**config.mk**
```make
export PLATFORM = sky130hd
export DESIGN_NAME = key_value_line_parser_core
export DESIGN_NICKNAME = d
export VERILOG_FILES = /design/src/rtl/kvlp_pkg.sv /design/src/rtl/kvlp_parse.sv /design/src/rtl/kvlp_rsp_queue.sv /design/src/rtl/key_value_line_parser_core.sv
export SDC_FILE = /design/constraint.sdc
export NUM_CORES = 1
export LEC_CHECK = 0
export BUFFER_PORTS_ARGS = -buffer_cell sky130_fd_sc_hd__buf_4
export CAP_MARGIN = 20
export CORE_ASPECT_RATIO = 1.75
export CORE_UTILIZATION = 55
export DETAILED_ROUTE_END_ITERATION = 10
export PLACE_DENSITY = 0.83
export SLEW_MARGIN = 20
export SYNTH_ARGS = -nofsm -noshare
export SYNTH_HDL_FRONTEND = slang
export SYNTH_HIERARCHICAL = 1
export SYNTH_SLANG_ARGS = --single-unit
```
**constraint.sdc**
```tcl
create_clock -name clock -period 5.7 [get_ports clock]
set_clock_uncertainty 0.15 [all_clocks]
set_input_delay 1.14 -clock clock [delete_from_list [all_inputs] [get_ports clock]]
set_output_delay 1.14 -clock clock [all_outputs]
set_load 0.05 [all_outputs]
```
**src/rtl/kvlp_pkg.sv**
```systemverilog
`timescale 1ns / 1ps
// ---------------------------------------------------------------------------
// kvlp_pkg: shared types and constants of the key/value line parser
// Character codes, parse modes, result kinds and the result record that the
// parse stage hands to the result queue.
// ---------------------------------------------------------------------------
package kvlp_pkg;

   // Longest name and value, in characters
   localparam int NAME_MAX  = 32;
   localparam int VALUE_MAX = 64;

   localparam int NameCntW  = 6;
   localparam int ValueCntW = 7;
   localparam int LineW     = 16;
   localparam int ByteW     = 8;

   // Result queue
   localparam int QueueDepth = 8;
   localparam int QueuePtrW  = $clog2(QueueDepth);
   localparam int QueueCntW  = QueuePtrW + 1;

   localparam logic [ByteW-1:0] CHAR_EQUALS     = 8'h3D;
   localparam logic [ByteW-1:0] CHAR_HASH       = 8'h23;
   localparam logic [ByteW-1:0] CHAR_CR         = 8'h0D;
   localparam logic [ByteW-1:0] CHAR_LF         = 8'h0A;
   localparam logic [ByteW-1:0] CHAR_UNDERSCORE = 8'h5F;

   typedef enum logic [1:0] {
      MODE_NAME    = 2'd0,
      MODE_VALUE   = 2'd1,
      MODE_COMMENT = 2'd2,
      MODE_HALTED  = 2'd3
   } mode_type;

   typedef enum logic [2:0] {
      KIND_NAME_CHAR    = 3'd0,
      KIND_VALUE_CHAR   = 3'd1,
      KIND_PAIR_DONE    = 3'd2,
      KIND_SYNTAX_ERROR = 3'd3,
      KIND_FINISHED     = 3'd4
   } kind_type;

   typedef struct packed {
      kind_type               kind;
      logic [ByteW-1:0]       char_value;
      logic [LineW-1:0]       line_number;
      logic                   last;
   } result_type;

   // Up to two results come out of one request
   typedef struct packed {
      logic       push0;
      logic       push1;
      result_type res0;
      result_type res1;
   } parse_out_type;

   function automatic logic name_char_ok(input logic [ByteW-1:0] b);
      return (b == CHAR_UNDERSCORE) || (b inside {[8'h61:8'h7A]}) ||
             (b inside {[8'h41:8'h5A]}) || (b inside {[8'h30:8'h39]});
   endfunction

endpackage

```
**src/rtl/kvlp_parse.sv**
```systemverilog
`timescale 1ns / 1ps
// ---------------------------------------------------------------------------
// kvlp_parse: request register and parse state machine
// Holds one accepted request, steps the name/value/comment state machine and
// produces up to two results for the queue in the same cycle.
// ---------------------------------------------------------------------------
module kvlp_parse (
   input  logic                         clock,
   input  logic                         reset,
   input  logic                         load,
   input  logic [kvlp_pkg::ByteW-1:0]   data_byte,
   input  logic                         end_of_input,
   output logic                         busy,
   output kvlp_pkg::parse_out_type      parse_out
);
   import kvlp_pkg::*;

   logic                  in_valid_ff;
   logic [ByteW-1:0]      in_byte_ff;
   logic                  in_eoi_ff;

   mode_type              mode_ff, mode_in;
   logic [NameCntW-1:0]   name_cnt_ff, name_cnt_in;
   logic [ValueCntW-1:0]  value_cnt_ff, value_cnt_in;
   logic [LineW-1:0]      line_ff, line_in;
   logic [LineW-1:0]      line_inc;
   logic                  live;

   assign busy     = in_valid_ff;
   assign live     = in_valid_ff && (mode_ff != MODE_HALTED);
   assign line_inc = (line_ff == {LineW{1'b1}}) ? line_ff : line_ff + LineW'(1);

   always_ff @(posedge clock) begin
      if (reset) begin
         in_valid_ff <= 1'b0;
      end else begin
         in_valid_ff <= load;
      end
      if (load) begin
         in_byte_ff <= data_byte;
         in_eoi_ff  <= end_of_input;
      end
   end

   always_ff @(posedge clock) begin
      if (reset) begin
         mode_ff      <= MODE_NAME;
         name_cnt_ff  <= '0;
         value_cnt_ff <= '0;
         line_ff      <= LineW'(1);
      end else begin
         mode_ff      <= mode_in;
         name_cnt_ff  <= name_cnt_in;
         value_cnt_ff <= value_cnt_in;
         line_ff      <= line_in;
      end
   end

   // Next state
   always_comb begin
      mode_in      = mode_ff;
      name_cnt_in  = name_cnt_ff;
      value_cnt_in = value_cnt_ff;
      line_in      = line_ff;
      if (live) begin
         if (in_eoi_ff) begin
            mode_in = MODE_HALTED;
         end else begin
            case (mode_ff)
               MODE_NAME: begin
                  if (in_byte_ff == CHAR_EQUALS) begin
                     if (name_cnt_ff != '0) begin
                        mode_in      = MODE_VALUE;
                        value_cnt_in = '0;
                     end else begin
                        mode_in = MODE_HALTED;
                     end
                  end else if (in_byte_ff == CHAR_HASH) begin
                     mode_in = MODE_COMMENT;
                  end else if (in_byte_ff == CHAR_CR && name_cnt_ff == '0) begin
                     mode_in = MODE_NAME;
                  end else if (in_byte_ff == CHAR_LF && name_cnt_ff == '0) begin
                     line_in = line_inc;
                  end else if (name_char_ok(in_byte_ff) &&
                               name_cnt_ff < NameCntW'(NAME_MAX)) begin
                     name_cnt_in = name_cnt_ff + NameCntW'(1);
                  end else begin
                     mode_in = MODE_HALTED;
                  end
               end
               MODE_VALUE: begin
                  if (in_byte_ff == CHAR_LF) begin
                     mode_in     = MODE_NAME;
                     name_cnt_in = '0;
                     line_in     = line_inc;
                  end else if (in_byte_ff == CHAR_CR) begin
                     mode_in = MODE_VALUE;
                  end else if (value_cnt_ff < ValueCntW'(VALUE_MAX)) begin
                     value_cnt_in = value_cnt_ff + ValueCntW'(1);
                  end else begin
                     mode_in = MODE_HALTED;
                  end
               end
               MODE_COMMENT: begin
                  if (in_byte_ff == CHAR_LF) begin
                     mode_in = MODE_NAME;
                     line_in = line_inc;
                  end
               end
               default: begin
                  mode_in = mode_ff;
               end
            endcase
         end
      end
   end

   // Results
   always_comb begin
      parse_out                  = '0;
      parse_out.res0.line_number = line_ff;
      parse_out.res1.line_number = line_ff;
      parse_out.res0.kind        = KIND_NAME_CHAR;
      parse_out.res1.kind        = KIND_FINISHED;
      parse_out.res1.last        = 1'b1;
      if (live) begin
         if (in_eoi_ff) begin
            parse_out.push0 = 1'b1;
            if (mode_ff == MODE_VALUE) begin
               parse_out.res0.kind = KIND_PAIR_DONE;
               parse_out.push1     = 1'b1;
            end else begin
               parse_out.res0.kind = KIND_FINISHED;
               parse_out.res0.last = 1'b1;
            end
         end else begin
            parse_out.res0.last = 1'b1;
            case (mode_ff)
               MODE_NAME: begin
                  if (in_byte_ff == CHAR_EQUALS) begin
                     if (name_cnt_ff == '0) begin
                        parse_out.push0     = 1'b1;
                        parse_out.res0.kind = KIND_SYNTAX_ERROR;
                     end
                  end else if (in_byte_ff == CHAR_HASH) begin
                     parse_out.push0 = 1'b0;
                  end else if ((in_byte_ff == CHAR_CR || in_byte_ff == CHAR_LF) &&
                               name_cnt_ff == '0) begin
                     parse_out.push0 = 1'b0;
                  end else if (name_char_ok(in_byte_ff) &&
                               name_cnt_ff < NameCntW'(NAME_MAX)) begin
                     parse_out.push0           = 1'b1;
                     parse_out.res0.kind       = KIND_NAME_CHAR;
                     parse_out.res0.char_value = in_byte_ff;
                  end else begin
                     parse_out.push0     = 1'b1;
                     parse_out.res0.kind = KIND_SYNTAX_ERROR;
                  end
               end
               MODE_VALUE: begin
                  if (in_byte_ff == CHAR_LF) begin
                     parse_out.push0     = 1'b1;
                     parse_out.res0.kind = KIND_PAIR_DONE;
                  end else if (in_byte_ff == CHAR_CR) begin
                     parse_out.push0 = 1'b0;
                  end else if (value_cnt_ff < ValueCntW'(VALUE_MAX)) begin
                     parse_out.push0           = 1'b1;
                     parse_out.res0.kind       = KIND_VALUE_CHAR;
                     parse_out.res0.char_value = in_byte_ff;
                  end else begin
                     parse_out.push0     = 1'b1;
                     parse_out.res0.kind = KIND_SYNTAX_ERROR;
                  end
               end
               default: begin
                  parse_out.push0 = 1'b0;
               end
            endcase
         end
      end
   end

   // A halted parser stays silent until reset
   assert property (@(posedge clock) disable iff (reset)
      (mode_ff == MODE_HALTED) |-> !parse_out.push0)
      else $error("result produced while halted");

   // Once halted, the mode never leaves halted
   assert property (@(posedge clock) disable iff (reset)
      (mode_ff == MODE_HALTED) |=> (mode_ff == MODE_HALTED))
      else $error("left halted mode without reset");

   // A second result only follows a pair done at end of input
   assert property (@(posedge clock) disable iff (reset)
      parse_out.push1 |-> (parse_out.push0 && in_eoi_ff &&
                           parse_out.res0.kind == KIND_PAIR_DONE))
      else $error("unexpected second result");

endmodule

```
**src/rtl/kvlp_rsp_queue.sv**
```systemverilog
`timescale 1ns / 1ps
// ---------------------------------------------------------------------------
// kvlp_rsp_queue: result queue
// Small register queue that takes up to two results a cycle and presents
// one result at a time on the response side.
// ---------------------------------------------------------------------------
module kvlp_rsp_queue (
   input  logic                            clock,
   input  logic                            reset,
   input  kvlp_pkg::parse_out_type         parse_out,
   input  logic                            pop,
   output logic                            not_empty,
   output logic [kvlp_pkg::QueueCntW-1:0]  count,
   output kvlp_pkg::result_type            head
);
   import kvlp_pkg::*;

   result_type             entry_ff [QueueDepth];
   logic [QueuePtrW-1:0]   wr_ptr_ff, wr_ptr_in;
   logic [QueuePtrW-1:0]   rd_ptr_ff, rd_ptr_in;
   logic [QueueCntW-1:0]   count_ff, count_in;
   logic [QueuePtrW-1:0]   wr_ptr_next;

   assign wr_ptr_next = wr_ptr_ff + QueuePtrW'(1);
   assign not_empty   = (count_ff != '0);
   assign count       = count_ff;
   assign head        = entry_ff[rd_ptr_ff];

   always_comb begin
      wr_ptr_in = wr_ptr_ff + QueuePtrW'(parse_out.push0) + QueuePtrW'(parse_out.push1);
      rd_ptr_in = rd_ptr_ff + QueuePtrW'(pop);
      count_in  = count_ff + QueueCntW'(parse_out.push0) + QueueCntW'(parse_out.push1)
                  - QueueCntW'(pop);
   end

   always_ff @(posedge clock) begin
      if (reset) begin
         wr_ptr_ff <= '0;
         rd_ptr_ff <= '0;
         count_ff  <= '0;
      end else begin
         wr_ptr_ff <= wr_ptr_in;
         rd_ptr_ff <= rd_ptr_in;
         count_ff  <= count_in;
      end
      if (parse_out.push0) begin
         entry_ff[wr_ptr_ff] <= parse_out.res0;
      end
      if (parse_out.push1) begin
         entry_ff[wr_ptr_next] <= parse_out.res1;
      end
   end

   // Never overfill
   assert property (@(posedge clock) disable iff (reset)
      count_ff <= QueueCntW'(QueueDepth))
      else $error("result queue overflow");

   // Never pop an empty queue
   assert property (@(posedge clock) disable iff (reset)
      pop |-> (count_ff != '0))
      else $error("result queue underflow");

   // Pointer distance matches the fill count
   assert property (@(posedge clock) disable iff (reset)
      (wr_ptr_ff - rd_ptr_ff) == count_ff[QueuePtrW-1:0])
      else $error("queue pointers disagree with count");

endmodule

```
**src/rtl/key_value_line_parser_core.sv**
```systemverilog
`timescale 1ns / 1ps
// ---------------------------------------------------------------------------
// key_value_line_parser_core: streaming parser for name=value text lines
// Takes one text byte per request, streams out accepted name and value
// characters, pair-done events and a final finished or syntax-error result.
// ---------------------------------------------------------------------------
//
//  Channel   Direction  Payload
//  --------  ---------  ---------------------------------------------------
//  req_*     in         tdata = data_byte, tlast = end_of_input
//  rsp_*     out        tdata = char_value, line_number; tuser = kind;
//                       tlast = last result of its request
//
//  One request is taken per cycle while req_tready is high; each request
//  leaves the request register in the cycle after acceptance and its results
//  enter the result queue then. A request yields at most two results (pair
//  done plus finished); req_tready is set by free room in the eight-entry
//  result queue, counting the request still held in the request register;
//  rsp_tready back-pressure fills the queue and then holds requests off.
//  Synchronous active-high reset returns to name mode at line one with an
//  empty queue. After a syntax error or end of input the parser halts:
//  requests are still taken but dropped until the next reset.
// ---------------------------------------------------------------------------
module key_value_line_parser_core (
   input  logic         clock,
   input  logic         reset,

   input  logic         req_tvalid,
   output logic         req_tready,
   input  logic [7:0]   req_tdata,    // [7:0] data_byte
   input  logic         req_tlast,    // end_of_input

   output logic         rsp_tvalid,
   input  logic         rsp_tready,
   output logic [23:0]  rsp_tdata,    // [7:0] char_value, [23:8] line_number
   output logic [2:0]   rsp_tuser,    // [2:0] kind
   output logic         rsp_tlast     // last result of the request
);
   import kvlp_pkg::*;

   logic                  req_accept;
   logic                  rsp_accept;
   logic                  held_busy;
   parse_out_type         parse_out;
   result_type            head;
   logic [QueueCntW-1:0]  q_count;
   logic [QueueCntW:0]    committed;

   // Room for the held request and a new one, two results each
   assign committed  = (QueueCntW+1)'(q_count) +
                       (held_busy ? (QueueCntW+1)'(2) : '0);
   assign req_tready = (committed <= (QueueCntW+1)'(QueueDepth - 2));
   assign req_accept = req_tvalid && req_tready;
   assign rsp_accept = rsp_tvalid && rsp_tready;

   // Hold the request and step the parser
   kvlp_parse u_parse (
      .clock        (clock),
      .reset        (reset),
      .load         (req_accept),
      .data_byte    (req_tdata),
      .end_of_input (req_tlast),
      .busy         (held_busy),
      .parse_out    (parse_out)
   );

   // Queue results and advance on each response handshake
   kvlp_rsp_queue u_rsp_queue (
      .clock     (clock),
      .reset     (reset),
      .parse_out (parse_out),
      .pop       (rsp_accept),
      .not_empty (rsp_tvalid),
      .count     (q_count),
      .head      (head)
   );

   assign rsp_tdata = {head.line_number, head.char_value};
   assign rsp_tuser = head.kind;
   assign rsp_tlast = head.last;

   // Queue can always absorb what the parser produces
   assert property (@(posedge clock) disable iff (reset)
      (parse_out.push0 || parse_out.push1) |->
         ((QueueCntW+1)'(q_count) + (QueueCntW+1)'(2) <= (QueueCntW+1)'(QueueDepth)))
      else $error("parser output would overflow the queue");

   // Character kinds carry a character, all others carry zero
   assert property (@(posedge clock) disable iff (reset)
      (rsp_tvalid && head.kind != KIND_NAME_CHAR && head.kind != KIND_VALUE_CHAR)
         |-> (head.char_value == '0))
      else $error("non-character result with non-zero character");

   // Terminal results always close their request
   assert property (@(posedge clock) disable iff (reset)
      (rsp_tvalid && (head.kind == KIND_FINISHED || head.kind == KIND_SYNTAX_ERROR))
         |-> head.last)
      else $error("terminal result without last");

endmodule

```
==> out/metrics.sh <==
FINAL_LAYOUT_SIZE_SUFFIX_GT1_SHARE_PCT=43.0
MET2ROUTEDLENGTH_MM=17.0
PLACEMENT_ROWS=78
PORT_BUFFERS=42
DIE_AR_UM2=26900
ANTENNA_CELLS_INSERTED=0
CLK_ROOT_BUFFER_CELL='sky130_fd_sc_hd__clkbuf_16'
SETUP-TNS-FINAL_NS=0
ELEMENT_TYPE_AT_THE_CRITICAL_PATH_START='flop'
HOLD_PATH_CLASS='reg2reg'
DPL-INSTANCE-AREA_UM2=15000
ANTENNA_FOUND_INITIAL=0
DOMINANTREGCELLSYNTH='sky130_fd_sc_hd__edfxtp_1'
TOTAL_POWER_W=0.00539
SYNTH.YOSYS.SEQ_AREA_SHARE_PCT=54.3
ROUTED_WIRE_LENGTH_PER_INSTANCE_UM=22.4
MAX_CLOCK_FREQ_GHz=0.242
FIRST_GLOBAL_VIAS=8372
DESIGN.PORTCOUNT=43
POST_SYNTH_NUM_CELL_TYPES=64
GP_CONGESTION=0.941
OUTCOME='completed'
AREA_DELTA_SYNTH_FINAL_PCT=8.82
TOTAL_POWER_DENSITY_PER_CELL_AREA_nW_PER_UM2=343
FIRST_PASS_ITERS=4
POSTCTSRESIZEDCELLS=0
CTS_INSERTED_BUFFERS=24
TOTALWIRELENGTH_MM=29.8
GRT_START_MAX_NET_PINS=42
PLACE.DETAILED.INSTANCES=1286
ANT_NETS=0
ENDPOINT_KIND='output pin'
FINAL-INSTANCE-COUNT-EXCL-FILL=1330
WL_MET3_MM=1.10
MAXSLEWHEADROOM_PCT=25.8
GR-TOTAL-OVERFLOW=0
WORSTPATHARRIVAL_NS=2.84
ROUTED-VIA-COUNT=8094
DETAILED_PLACER_S_ENDING_HPWL_MM=18.7
CRIT_TYPE='reg2out'
CELL_AREA_AFTER_TECHNOLOGY_MAPPING_UM2=14400
OVERALL_GLOBAL_ROUTING_RESOURCE_USAGE_PCT=22.3
POST_SYNTH.CELL_AREA_AVG_UM2=14.9
VDD_DROP_MAX_V=0.000275
FINAL_DESIGN_AREA_NO_FILL_UM2=15700
CORE_AREA_UM2=25900
PRE_CTS_WS_NS=1.77
POSTLAYOUTSETUPSLACKWORST_NS=1.57
CTS.HOLD.BUFFERS_ADDED=0
CP.REQUIRED_NS=4.41
CTS_NUM_SINKS=275
MAXCAPVIOLCOUNT=0
STATIC-LEAKAGE-POWER_nW=5.62
MOST_COMMON_LIBRARY_CELL_IN_THE_LAYOUT_IGNORING_FILL_AND_TAPS='sky130_fd_sc_hd__mux2_2'
NUMBER_OF_STORAGE_ELEMENTS_IN_THE_SYNTHESIS_NETLIST=275
MINIMUM_PERIOD_IMPLIED_BY_THE_FINAL_WORST_SETUP_SLACK_NS=4.13
HOLD_VIOL=0
DIE-WIDTH_UM=124
SETUP_REPAIR_AFTER_GLOBAL_ROUTING_MISSED_ITS_MARGIN='false'
MOSTFREQUENTLAYOUTCELLS='sky130_fd_sc_hd__mux2_2 (252), sky130_fd_sc_hd__edfxtp_1 (233), sky130_fd_sc_hd__buf_4 (61)'
WORST_R2R_PATH_DEPTH=8
CLKLATENCYLATEPIN_NS=0.53
CLK_TRANSITION_REPORTED_PATHS_NS=0.07
CTS_POST_SETUP_BUFFERS_INSERTED=0
WIRELENGTH_MET1_MM=10.9
YOSYSWARNINGS=6
SETUP_FAILING_EPS_FINAL=0
ASYNC_RESET_FF_SHARE_PCT=0
FINAL-MAX-SLEW-VIOLATION-COUNT=0
SYNTH_CELLS=972
INITIAL_CORE_UTIL_PCT=55.8
CLOCK_TREE_BUF_DEPTH=3
REMAINING_DESIGN_RULE_VIOLATION_COUNT=0
WORST_SLEW_PIN_SLEW_NS=1.11
TRITONCTS_CLOCK_TREE='yes'
DIE_HEIGHT_UM=216
HIGHEST_LAYER_USED_FOR_SIGNAL_ROUTING='met4'
FIN_CRIT_SH_PCT=72.5
CRIT_PATH_MAX_FANOUT=39
DRT_ITER0_DRC=565
H_TREE_LEVELS=1
VIAS_PER_CELL=6.09
FIN_NETS=1026
SYNTH_ENABLE_FLOP_CELLS=233
GRT_FIRST_PASS_WIRELENGTH_MM=46.3
HOLDPATHSTAGES=2
[stage by stage]
step / util (%) / hold WS [ns]
after floorplan: - / 0.299
after global placement: 57.8 / 0.314
after detailed placement: 57.8 / 0.321
after CTS: 60.7 / 0.331
after global routing: 60.7 / 0.375
final: 60.7 / 0.326
[worst paths after layout]
check	endpoint	slack, ns	from
max	rsp_tdata[10]	1.57	u_rsp_queue/rd_ptr_ff[1]
min	u_parse/name_cnt_ff[1]	0.33	u_parse/name_cnt_ff[1]
min reg2reg	u_parse/name_cnt_ff[1]	0.33	u_parse/name_cnt_ff[1]
max reg2reg	u_rsp_queue/entry_ff[6][1]	1.70	u_parse/mode_ff[1]
[logic make-up after synthesis]
| family | after synthesis | share of synthesized area [%] |
|---|---|---|
| muxes | 308 | 28.4 |
| buffers and inverters | 104 | 4.06 |
| adders and majority gates | 21 | 1.98 |
| AOI/OAI and AO/OA | 67 | 3.24 |
| and+or+nand+nor | 171 | 6.43 |
| DFF | 275 | 54.3 |
| xor gates and xnor gates | 24 | 1.56 |
| other | 2 | 0.0520 |
[state kept, by name, summed over array words and instances (netlist names)]
| register | cells |
|---|---|
| u_parse/line_ff | 16 |
| u_rsp_queue/wr_ptr_ff | 3 |
| u_parse/value_cnt_ff | 7 |
| u_parse/name_cnt_ff | 6 |
| u_rsp_queue/entry_ff | 224 |
| u_parse/mode_ff | 2 |
| u_rsp_queue/count | 4 |
| u_parse/in_eoi_ff | 1 |
| u_rsp_queue/rd_ptr_ff | 3 |
| u_parse/busy | 1 |
| u_parse/in_byte_ff | 8 |
[report_power, final]
part / leakage [nW] / switching (W) / total [W] / internal, W
Clock: 0.372 / 0.000704 / 0.00158 / 0.000878
Sequential: 2.54 / 0.000145 / 0.00242 / 0.00228
Combinational: 2.71 / 0.000816 / 0.00138 / 0.000568
[worst max-delay path: stages (launching register included)]
cell	delay [ns]
sky130_fd_sc_hd__dfxtp_4	0.90
sky130_fd_sc_hd__buf_4	0.38
sky130_fd_sc_hd__mux4_2	0.55
sky130_fd_sc_hd__mux2_2	0.27
sky130_fd_sc_hd__buf_4	0.19
[layout make-up]
| class | count | area, µm² |
|---|---|---|
| sequential | 275 | 7840 |
| clock inverter | 10 | 75.1 |
| fill | 1840 | 10200 |
| clock buffer | 34 | 679 |
| inverter | 27 | 101 |
| multi-input combinational | 603 | 6150 |
| tap | 320 | 400 |
| timing repair buffer | 61 | 458 |
[layer usage]
layer,vias up,global-route usage (%)
met3,52,2.22
li1,3781,-
met2,197,44.1
met4,0,7.71
met5,-,0
met1,4064,24.3
[cells in the mapped netlist, types with 3 or more instances]
cell,n,area share (%)
sky130_fd_sc_hd__mux2_2,252,20
sky130_fd_sc_hd__nand3_1,21,0.73
sky130_fd_sc_hd__o22ai_1,4,0.17
sky130_fd_sc_hd__mux4_2,56,8.7
sky130_fd_sc_hd__edfxtp_1,233,48
sky130_fd_sc_hd__nand2b_1,8,0.35
sky130_fd_sc_hd__or3_1,3,0.13
sky130_fd_sc_hd__buf_2,15,0.52
sky130_fd_sc_hd__and3_1,11,0.48
sky130_fd_sc_hd__a31o_2,3,0.18
sky130_fd_sc_hd__o31ai_1,3,0.16
sky130_fd_sc_hd__nand2_1,19,0.49
sky130_fd_sc_hd__xor2_1,10,0.61
sky130_fd_sc_hd__and2_1,5,0.22
sky130_fd_sc_hd__nor3_1,15,0.52
sky130_fd_sc_hd__and4_1,3,0.18
sky130_fd_sc_hd__a31oi_1,5,0.22
sky130_fd_sc_hd__dfxtp_1,42,5.8
sky130_fd_sc_hd__fa_1,3,0.42
sky130_fd_sc_hd__a21oi_1,21,0.73
sky130_fd_sc_hd__buf_4,43,2.2
sky130_fd_sc_hd__clkbuf_1,15,0.39
sky130_fd_sc_hd__ha_1,18,1.6
sky130_fd_sc_hd__xnor2_1,12,0.73
sky130_fd_sc_hd__nor2b_1,13,0.56
sky130_fd_sc_hd__nor2_2,4,0.17
sky130_fd_sc_hd__inv_1,27,0.70
sky130_fd_sc_hd__nand4_1,7,0.30
sky130_fd_sc_hd__nor3b_1,5,0.26
sky130_fd_sc_hd__o21ai_0,11,0.38
sky130_fd_sc_hd__nor2_1,42,1.1
No activity file was read; power rests on OpenSTA's default activity.
